### config.mk
export PLATFORM = sky130hd
export DESIGN_NAME = shb_queue
export DESIGN_NICKNAME = d
export VERILOG_FILES = /design/src/hdl/shb_pkg.sv /design/src/hdl/shb_queue.sv
export SDC_FILE = /design/constraint.sdc
export NUM_CORES = 1
export LEC_CHECK = 0
export BUFFER_PORTS_ARGS = -buffer_cell sky130_fd_sc_hd__buf_2
export CORE_UTILIZATION = 50
export DETAILED_ROUTE_END_ITERATION = 6
export GPL_TIMING_DRIVEN = 0
export HOLD_SLACK_MARGIN = 0.06
export PLACE_DENSITY = 0.76
export SKIP_CTS_REPAIR_TIMING = 1
export SYNTH_ARGS = -nofsm -noshare
export SYNTH_HDL_FRONTEND = slang
export SYNTH_SLANG_ARGS = --single-unit
### constraint.sdc
create_clock -name clk -period 4.2 [get_ports clk]
set_input_delay 0.21 -clock clk [delete_from_list [all_inputs] [get_ports clk]]
set_output_delay 0.21 -clock clk [all_outputs]
set_load 0.02 [all_outputs]
### src/hdl/shb_pkg.sv
package shb_pkg;

	// default sizing
	localparam int NUM_BINS_DEF   = 1024;
	localparam int COUNT_BITS_DEF = 32;

	// widest bin address carried in the queue (NUM_BINS up to 65536)
	localparam int MAX_BIN_BITS = 16;
	// quotient bits produced by the divider
	localparam int DIV_BITS     = 32;
	localparam int OUT_IDX_MAX  = 1023;

	// register indexes (decoded from paddr[2])
	localparam logic REG_BIN_WIDTH   = 1'b0;
	localparam logic REG_BINS_IN_USE = 1'b1;

	// result status codes
	typedef enum logic [1:0] {
		ST_COUNTED = 2'd0,
		ST_DROPPED = 2'd1,
		ST_READ    = 2'd2
	} status_t;

	// classified operation handed from front to back
	typedef enum logic [1:0] {
		OP_ADD,
		OP_DROP,
		OP_READ,
		OP_READ_ZERO
	} op_t;

	typedef struct packed {
		op_t                       op;
		logic                      side;
		logic [MAX_BIN_BITS-1:0]   bin;
		logic [9:0]                idx;
		logic [15:0]               weight;
	} qentry_t;

endpackage

### src/hdl/shb_queue.sv
module shb_queue (
	input  logic              clk,
	input  logic              arst_n,
	input  logic              push,
	input  shb_pkg::qentry_t  push_data,
	output logic              full,
	input  logic              pop,
	output logic              head_valid,
	output shb_pkg::qentry_t  head
);
	shb_pkg::qentry_t ent_q [2];
	logic             wptr_q;
	logic             rptr_q;
	logic [1:0]       cnt_q;

	assign full       = (cnt_q == 2'd2);
	assign head_valid = (cnt_q != 2'd0);
	assign head       = ent_q[rptr_q];

	always_ff @(posedge clk) begin
		if (push) begin
			ent_q[wptr_q] <= push_data;
		end
	end

	always_ff @(posedge clk or negedge arst_n) begin
		if (!arst_n) begin
			wptr_q <= 1'b0;
			rptr_q <= 1'b0;
			cnt_q  <= '0;
		end else begin
			if (push) wptr_q <= !wptr_q;
			if (pop)  rptr_q <= !rptr_q;
			cnt_q <= cnt_q + {1'b0, push} - {1'b0, pop};
		end
	end
endmodule

==> results.py <==
metrics = {
    "global_route": {
        "grt_max_degree": 26,
        "grt_overflow": 0,
        "grt_pass1_vias": 1696,
        "track_usage": 0.153,
        "antenna_found_initial": 0,
        "grt_pass1_wl_um": 8200,
    },
    "place": {
        "hpwl_um": 3790,
        "numPortBuffers": 95,
        "gp_congestion": 0.673,
    },
    "pwr": {
        "finalPower_w": 0.00319,
        "p_leak_nw": 2.04,
        "power.density_nw_per_um2": 639,
        "ir_drop_uv": 560,
    },
    "timing": {
        "worstMarginPinSlew_ns": 0.832,
        "finalCriticalPeriod_ns": 1.72,
        "final-setup-viol-count": 0,
        "final_max_slew_viol_count": 0,
        "fmax_mhz": 582,
        "rsz0062_at_grt": "no",
        "tns_ns": 0,
        "finalHoldViolCount": 0,
        "fin_worst_skew_ns": 0.00868,
        "slew_headroom": 0.444,
        "finalCritPeriodShare": 0.409,
    },
    "floorplanning": {
        "rows": 30,
        "chipWidth_um": 87.4,
        "io_pins": 96,
        "die_h_um": 87.4,
        "core_um2": 6910,
        "die-area_um2": 7640,
        "start_util": 0.528,
    },
    "layout": {
        "fillCellCount": 447,
        "num_antenna_cells": 0,
        "syn2layout_area_growth_pct": 37.1,
        "nets": 361,
        "post_route_cells_drive_above_1_share": 0.527,
    },
    "synth": {
        "synthMuxAreaShare": 0.179,
        "postSynthAreaPerCell_um2": 23.5,
        "synth_compound_gate_area_share": 0,
        "ys_types": 13,
        "postSynthCellCount": 155,
        "netlist_area_um2": 3650,
        "synth_xor_area_frac": 0.0113,
        "yosysSeqAreaShare": 0.769,
        "synth_top_family_by_area": "multiplexers",
        "synth_simple_gate_area_frac": 0.00686,
        "syn-num-nets": 206,
        "synth-seq-cells": 94,
        "synth_fa_ha_area_frac": 0.00686,
        "yosys_warnings": 0,
    },
    "clock_tree": {
        "clk_latency_ns": 0.35,
        "clk_pin_slew_ns": 0.08,
        "cts_sinks": 94,
        "cts_root_buf": "clkbuf_8",
        "cts_tree": "yes",
        "htreeDepth": 3,
        "numCtsBuffers": 9,
        "cts_buffer_depth": 2,
    },
    "hold_path": {
        "hp-class": "input port to flip-flop",
    },
    "worst_setup_path": {
        "max_stage_delay_ns": 0.34,
        "cp-start-kind": "flip-flop",
        "end_kind": "primary output",
        "path_buf_inv": 3,
        "crit_type": "flip-flop to primary output",
        "crit_chain": "buf_6 > buf_12 > mux2_4 > buf_2",
        "required_ns": 3.99,
        "cpLargestDelayFamily": "buffers and inverters",
        "cpMaxStageDelayCell": "dfrtp_1",
        "worstPathArrival_ns": 1.51,
        "cp_max_fo": 10,
    },
    "route": {
        "drtAntennaViolNets": 0,
        "drt_wl_total_um": 6250,
        "drc_errors": 0,
        "drt-initial-drc-count": 49,
        "route.vias.total": 1906,
        "dr.pass1.iters": 4,
        "wl_per_cell_um": 15.2,
        "routed_via_density": 4.64,
    },
    "flow_run": {
        "max-cap-violations": 0,
    },
    "outcome": {
        "status": "finished, final reports clean",
    },
}
state kept, by name, summed over array words and instances, names as in the netlist:
register and cells:
wptr_q 1, rptr_q 1, ent_q 90, cnt_q 2
cells in the mapped netlist:
master,count,area share
mux2_4,39,0.16
and2_1,1,0.0017
inv_1,2,0.0021
xor3_1,1,0.0065
dfrtp_1,4,0.027
nor2b_1,2,0.0034
mux2_2,6,0.019
buf_12,4,0.022
or2_2,1,0.0017
buf_6,1,0.0031
edfxtp_1,90,0.74
ha_1,2,0.0069
xor2_1,2,0.0048
layer usage:
| metal | vias up | GRT usage | wire [um] |
|---|---|---|---|
| met3 | 6 | 0.0493 | 294 |
| met4 | 0 | 0.0849 | 48 |
| met1 | 926 | 0.179 | 2540 |
| met2 | 61 | 0.252 | 3360 |
| met5 | - | 0 | 0 |
| li1 | 913 | - | - |
area by class of cell:
cell class                      count  area (um2)  share of cell area
Clock buffer                        9         124              0.0248
Inverter                            2        7.51             0.00150
Multi-Input combinational cell     54         753               0.151
Clock inverter                      7        97.6              0.0195
Buffer                              5        91.3              0.0183
Tap cell                           96         120              0.0240
Timing Repair Buffer              144        1000               0.200
Sequential cell                    94        2800               0.561
stage by stage:
step	setup WS [ns]	utilization	cell area, um2	hold slack (ns)	cells
global placement	0.271	0.614	4240	0.0196	346
finish	2.48	0.724	5000	0.102	411
global route	2.42	0.724	5000	0.0936	411
detailed placement	2.53	0.623	4310	0.0257	348
CTS	2.45	0.655	4530	-0.363	364
floorplan	1.33	-	3650	-0.0856	155
final timing paths:
kind | start | to | slack [ns] | cells past startpoint
max | rptr_q | head[6] | 2.48 | 4
min | push | wptr_q | 0.10 | 2
max reg2reg | wptr_q | ent_q[0][24] | 2.52 | 2
min reg2reg | wptr_q | wptr_q | 0.58 | 1
max in group asynchronous | arst_n | rptr_q | 3.87 | 2
min in group asynchronous | arst_n | cnt_q[0] | 0.20 | 2
cell families (layout without fill, tap and decap cells):
| logic type | after synthesis | after routing |
|---|---|---|
| AND/OR/NAND/NOR | 4 | 4 |
| adder cells (fa/ha/maj) | 2 | 2 |
| buffers and inverters | 7 | 167 |
| multiplexers | 45 | 45 |
| flip-flops | 94 | 94 |
| XOR/XNOR | 3 | 3 |
placed cells by master, fill, tap and decap left out, drive strengths merged:
master,instances
buf,102
ha,2
and2,1
dlygate4sd3,47
or2,1
clkinvlp,2
clkinv,2
clkbuf,9
nor2b,2
edfxtp,90
inv,3
xor2,2
bufinv,2
xor3,1
mux2,45
dfrtp,4
report_power, final:
group	internal (W)	total [W]	switching [W]
Combinational	0.000611	0.00125	0.000636
Sequential	0.00125	0.00130	0.0000571
Clock	0.000337	0.000642	0.000305
Power figures use the tool's default switching activity.
