===== src/hdl/shb_pkg.sv =====
package shb_pkg;

	// default sizing
	localparam int NUM_BINS_DEF   = 1024;
	localparam int COUNT_BITS_DEF = 32;

	// widest bin address carried in the queue (NUM_BINS up to 65536)
	localparam int MAX_BIN_BITS = 16;
	// quotient bits produced by the divider
	localparam int DIV_BITS     = 32;
	localparam int OUT_IDX_MAX  = 1023;

	// register indexes (decoded from paddr[2])
	localparam logic REG_BIN_WIDTH   = 1'b0;
	localparam logic REG_BINS_IN_USE = 1'b1;

	// result status codes
	typedef enum logic [1:0] {
		ST_COUNTED = 2'd0,
		ST_DROPPED = 2'd1,
		ST_READ    = 2'd2
	} status_t;

	// classified operation handed from front to back
	typedef enum logic [1:0] {
		OP_ADD,
		OP_DROP,
		OP_READ,
		OP_READ_ZERO
	} op_t;

	typedef struct packed {
		op_t                       op;
		logic                      side;
		logic [MAX_BIN_BITS-1:0]   bin;
		logic [9:0]                idx;
		logic [15:0]               weight;
	} qentry_t;

endpackage


===== src/hdl/shb_req_if.sv =====
interface shb_req_if;
	logic               valid;
	logic               ready;
	logic               func;
	logic signed [31:0] value;
	logic        [15:0] weight;
	logic               read_negative;
	logic        [9:0]  read_index;

	modport source (output valid, func, value, weight, read_negative, read_index,
		input ready);
	modport sink (input valid, func, value, weight, read_negative, read_index,
		output ready);
endinterface


===== src/hdl/shb_front.sv =====
module shb_front #(
	parameter int NUM_BINS = shb_pkg::NUM_BINS_DEF
) (
	input  logic              clk,
	input  logic              arst_n,
	shb_req_if.sink           req,
	input  logic              clearing,
	input  logic [31:0]       bin_width,
	input  logic [10:0]       bins_in_use,
	output logic              push,
	output shb_pkg::qentry_t  push_data,
	input  logic              full
);
	localparam int STEP_W = $clog2(shb_pkg::DIV_BITS);

	typedef enum logic [1:0] {F_IDLE, F_DIV, F_PUSH} fstate_t;

	fstate_t                       state_q;
	logic [shb_pkg::DIV_BITS:0]    rem_q;
	logic [shb_pkg::DIV_BITS-1:0]  mag_q;
	logic [shb_pkg::DIV_BITS-1:0]  quot_q;
	logic [31:0]                   div_q;
	logic [STEP_W-1:0]             step_q;
	shb_pkg::qentry_t              entry_q;

	logic [shb_pkg::DIV_BITS:0]    rem_sh;
	logic                          qbit;
	logic [shb_pkg::DIV_BITS-1:0]  quot_nx;
	logic [31:0]                   limit;
	logic [31:0]                   idx_ext;
	logic [31:0]                   neg_mag;

	assign req.ready = (state_q == F_IDLE) && !clearing;
	assign push      = (state_q == F_PUSH) && !full;
	assign push_data = entry_q;

	// one restoring division step per cycle
	always_comb begin
		rem_sh  = {rem_q[shb_pkg::DIV_BITS-1:0], mag_q[shb_pkg::DIV_BITS-1]};
		qbit    = (rem_sh >= {1'b0, div_q});
		quot_nx = {quot_q[shb_pkg::DIV_BITS-2:0], qbit};
		limit   = (32'(bins_in_use) > 32'(NUM_BINS)) ? 32'(NUM_BINS) : 32'(bins_in_use);
		idx_ext = 32'(req.read_index);
		neg_mag = 32'(0) - req.value;
	end

	always_ff @(posedge clk or negedge arst_n) begin
		if (!arst_n) begin
			state_q <= F_IDLE;
			step_q  <= '0;
		end else begin
			unique case (state_q)
				F_IDLE: begin
					if (req.valid && req.ready) begin
						entry_q.side   <= req.func ? req.read_negative : req.value[31];
						entry_q.weight <= req.weight;
						entry_q.idx    <= req.read_index;
						entry_q.bin    <= shb_pkg::MAX_BIN_BITS'(idx_ext);
						if (req.func) begin
							entry_q.op <= (idx_ext < 32'(NUM_BINS)) ? shb_pkg::OP_READ
								: shb_pkg::OP_READ_ZERO;
							state_q    <= F_PUSH;
						end else begin
							// magnitude; the most negative value wraps to 2^31
							mag_q   <= req.value[31] ? neg_mag : req.value;
							div_q   <= bin_width;
							rem_q   <= '0;
							quot_q  <= '0;
							step_q  <= '0;
							state_q <= F_DIV;
						end
					end
				end
				F_DIV: begin
					rem_q  <= qbit ? (rem_sh - {1'b0, div_q}) : rem_sh;
					quot_q <= quot_nx;
					mag_q  <= {mag_q[shb_pkg::DIV_BITS-2:0], 1'b0};
					step_q <= step_q + 1'b1;
					if (step_q == STEP_W'(shb_pkg::DIV_BITS - 1)) begin
						// zero width divides to all ones and is dropped here
						entry_q.op  <= (quot_nx >= limit) ? shb_pkg::OP_DROP : shb_pkg::OP_ADD;
						entry_q.bin <= quot_nx[shb_pkg::MAX_BIN_BITS-1:0];
						entry_q.idx <= (quot_nx > 32'(shb_pkg::OUT_IDX_MAX))
							? 10'(shb_pkg::OUT_IDX_MAX) : quot_nx[9:0];
						state_q     <= F_PUSH;
					end
				end
				F_PUSH: begin
					if (!full) begin
						state_q <= F_IDLE;
					end
				end
				default: state_q <= F_IDLE;
			endcase
		end
	end
endmodule


===== src/flat_wrapper.sv =====
// flat-port wrapper written by rule: the top's interface ports become plain ports
module shb_front_flat 
#(
	parameter int NUM_BINS = shb_pkg::NUM_BINS_DEF
)
  (clk, arst_n, clearing, bin_width, bins_in_use, push, push_data, full, req_valid, req_func, req_value, req_weight, req_read_negative, req_read_index, req_ready);
  shb_req_if req_i ();
  input  logic clk;
  input  logic arst_n;
  input  logic clearing;
  input  logic [31:0] bin_width;
  input  logic [10:0] bins_in_use;
  output logic push;
  output shb_pkg::qentry_t push_data;
  input  logic full;
  input wire logic [$bits(req_i.valid)-1:0] req_valid;
  input wire logic [$bits(req_i.func)-1:0] req_func;
  input wire logic [$bits(req_i.value)-1:0] req_value;
  input wire logic [$bits(req_i.weight)-1:0] req_weight;
  input wire logic [$bits(req_i.read_negative)-1:0] req_read_negative;
  input wire logic [$bits(req_i.read_index)-1:0] req_read_index;
  output wire logic [$bits(req_i.ready)-1:0] req_ready;
  assign req_i.valid = req_valid;
  assign req_i.func = req_func;
  assign req_i.value = req_value;
  assign req_i.weight = req_weight;
  assign req_i.read_negative = req_read_negative;
  assign req_i.read_index = req_read_index;
  assign req_ready = req_i.ready;
  shb_front #(.NUM_BINS(NUM_BINS)) u_core (.clk(clk), .arst_n(arst_n), .req(req_i), .clearing(clearing), .bin_width(bin_width), .bins_in_use(bins_in_use), .push(push), .push_data(push_data), .full(full));
endmodule

===== config.mk =====
export PLATFORM = sky130hd
export DESIGN_NAME = shb_front_flat
export DESIGN_NICKNAME = d
export VERILOG_FILES = /design/src/hdl/shb_pkg.sv /design/src/hdl/shb_req_if.sv /design/src/hdl/shb_front.sv /design/src/flat_wrapper.sv
export SDC_FILE = /design/constraint.sdc
export NUM_CORES = 1
export LEC_CHECK = 0
export ABC_AREA = 1
export BUFFER_PORTS_ARGS = -buffer_cell sky130_fd_sc_hd__buf_2
export CORE_ASPECT_RATIO = 0.6
export CORE_MARGIN = 10
export CORE_UTILIZATION = 35
export CTS_CLUSTER_DIAMETER = 200
export CTS_CLUSTER_SIZE = 28
export DETAILED_ROUTE_END_ITERATION = 16
export PLACE_DENSITY = 0.63
export SYNTH_ARGS = -nofsm -noshare
export SYNTH_HDL_FRONTEND = slang
export SYNTH_SLANG_ARGS = --single-unit

===== constraint.sdc =====
create_clock -name clk -period 5.9 [get_ports clk]
set_clock_uncertainty 0.2 [all_clocks]
set_input_delay 1.18 -clock clk [delete_from_list [all_inputs] [get_ports clk]]
set_output_delay 1.18 -clock clk [all_outputs]
set_load 0.1 [all_outputs]

==> impl_metrics.tcl <==
set metrics [dict create \
    cts-resized-gates 0 \
    grt_pass1_wl_um 49800 \
    nets 1731 \
    slew_violations 0 \
    synth_common_cells "406 x nand2_1, 273 x inv_1, 172 x edfxtp_1" \
    dp_hpwl_um 23800 \
    cts_setup_buffers 0 \
    critPathTopFamily "simple AND/OR/NAND/NOR gates" \
    cp.required_ns 5.88 \
    tns_ns 0 \
    synthCells 1426 \
    cts_hold_buffers 0 \
    cp-end-kind "register" \
    worst_slack_ns 2.09 \
    period_share_pct 64.5 \
    drive_above_1_share_pct 15.9 \
    synthesis.area_sq_um 11200 \
    dieArea_sq_um 39900 \
    p_leak_nw 6.28 \
    drc_errors 0 \
    finish.utilization_pct 41.5 \
    cts_sinks 179 \
    cp_cell_sequence "ha_1 -> nand2_1 -> inv_2 -> nand2_1 -> nand2_1 -> nand2_1 -> nand2_1 -> inv_2 -> nand3_1 -> nand3_2 -> buf_4 -> nand2_4 -> inv_1 -> ha_1 -> o21ai_0 -> nand2_1 -> a31oi_1 -> nor2_1 -> o21ai_0 -> a21oi_1" \
    cts_tree "built" \
    drt_first_pass_iters 5 \
    fp-row-count 50 \
    powerDensity_nw_per_um2 378 \
    dr.first_iter.drc_count 960 \
    synth_seq_cells 179 \
    slowest_delay_ns 0.60 \
    cp_common_cell "nand2_1" \
    ir_drop_mv 0.220 \
    gp_congestion 0.947 \
    grt_max_degree 93 \
    status "complete, no violations" \
    start_kind "register" \
    multiInputGateArea_sq_um 4670 \
    ys_top_cells_by_area "edfxtp_1 46%, nand2_1 14%, inv_1 9.1%" \
    synth_edf_count 172 \
    power_mw 4.93 \
    cap_violations 0 \
    synthesis.nets 1581 \
    relSlewSlack_pct 37.9 \
    synth_top_area_cell "edfxtp_1" \
    setup_viol 0 \
    wl_per_cell_um 15.5 \
    hold_viol 0 \
    io_buffer_count 154 \
    yosysMostFrequentCell "nand2_1" \
    wl_um 31200 \
    synth-async-reset-ratio_pct 3.91 \
    dieWidth_um 251 \
    synth_cell_types 44 \
    register_area_sq_um 5340 \
    grt_setup_unrepaired "no" \
    synthDominantCellAreaShare_pct 46.0 \
    min-delay-path-class "reg2reg" \
    hold-worst-slack_ns 0.320 \
    grt_util_all_layers_pct 15.8 \
    dominantRegCellSynth "edfxtp_1" \
    avgViaCountPerCell 4.72 \
    max_freq_mhz 263 \
    crit_buf_inv 4 \
    num_vias 9468 \
    clock_latency_ns 0.45 \
    path_max_fanout 58 \
    cts_buffers 17 \
    finalCriticalPeriod_ns 3.81 \
    tightest_slew_ns 0.931 \
    die_y_um 159 \
    cts_buffer_depth 2 \
    h-tree-depth 4 \
    area_growth_pct 16.1 \
    start_util_pct 35.8 \
    synth_warnings 0 \
    fillers 3234 \
    core_area_sq_um 31400 \
    pre_cts_slack_ns 2.15 \
    syn_area_per_cell_sq_um 7.87 \
    antenna_found_initial 1 \
    gr-total-overflow 0 \
    worstPathArrival_ns 3.78 \
    ant_nets 0 \
    cts.clk_slew.worst_paths_ns 0.07 \
    grt_pass1_vias 8955 \
    io_pins 155 \
    cp_slowest_cell "buf_4" \
    ys_seq_area_share_pct 47.6 \
    crit_type "reg2reg" \
    ctsRootBufferMaster "clkbuf_16" \
]
==> sequential cells by signal (all words and copies together) (netlist names) <==
register and flops:
u_core.quot_q 31, u_core.mag_q 32, u_core.step_q 5, u_core.rem_q 32
u_core.div_q 32, u_core.state_q 2, u_core.push_data 45
==> per-layer routing <==
layer,part of all wire [%],wire length (um),vias up,track usage (%)
li1,-,-,4809,-
met1,52,16300,4330,24.3
met2,38,12000,308,21.0
met3,8.3,2600,21,4.09
met4,0.99,309,0,3.68
met5,0,0,-,0
==> layout make-up <==
class	count	share of cell area, %
sequential	179	41.0
multi-input combinational	927	35.8
inverter	289	8.32
timing repair buffer	162	6.47
tap	416	3.99
clock buffer	18	3.29
clock inverter	14	1.15
antenna	1	0.0192
==> final timing paths <==
check	start	endpoint	slack (ns)	cells past startpoint
max in group asynchronous	arst_n	u_core.step_q[0]$_DFFE_PN0P_	4.94	1
setup reg to reg	u_core.rem_q[11]$_SDFFCE_PN0P_	u_core.push_data[43]$_DFFE_PP_	2.09	20
hold / removal	u_core.mag_q[25]$_DFFE_PP_	u_core.mag_q[26]$_DFFE_PP_	0.32	2
min in group asynchronous	arst_n	u_core.step_q[3]$_DFFE_PN0P_	0.37	1
setup / recovery	u_core.rem_q[11]$_SDFFCE_PN0P_	u_core.push_data[43]$_DFFE_PP_	2.09	20
hold reg to reg	u_core.mag_q[25]$_DFFE_PP_	u_core.mag_q[26]$_DFFE_PP_	0.32	2
==> cells by family after synthesis <==
| family | synth area share (%) |
|---|---|
| simple gates | 27.2 |
| buf+inv | 11.2 |
| xor+xnor | 2.65 |
| compound gates | 6.14 |
| flops | 47.6 |
| fa+ha+maj | 5.30 |
==> tightest hold or removal path, delay by kind of cell (launching register included) <==
family	cells	cell delay, ns
AND/OR/NAND/NOR	2	0.10
flip-flops	1	0.32
==> layout by cell type, fill, tap and decap left out, types with 11 or more instances in the layout <==
cell type	netlist	final
nand2_1	406	406
inv_1	273	273
edfxtp_1	172	172
nor2_1	170	168
buf_2	6	154
nand3_1	87	87
ha_1	46	46
a21oi_1	32	32
o21ai_0	31	31
xor2_1	29	29
nand4_1	21	21
a21oi_2	20	20
clkbuf_16	0	17
inv_2	15	16
nor3_1	16	15
o22ai_1	11	11
==> power by group <==
part	leakage, nW	internal (mW)	switching (mW)	total (mW)
Combinational	4.32	0.478	1.49	1.96
Sequential	1.69	1.74	0.0785	1.82
Clock	0.274	0.597	0.549	1.15
Total	6.28	2.81	2.11	4.93
==> per-stage QoR <==
step,std cells,area [sq um]
3_3_place_gp,1973,12500
4_1_cts,2005,13000
5_1_grt,2006,13000
3_5_place_dp,1973,12500
6_report,2006,13000
2_1_floorplan,1426,11200
(Power assumes the default switching activity.)
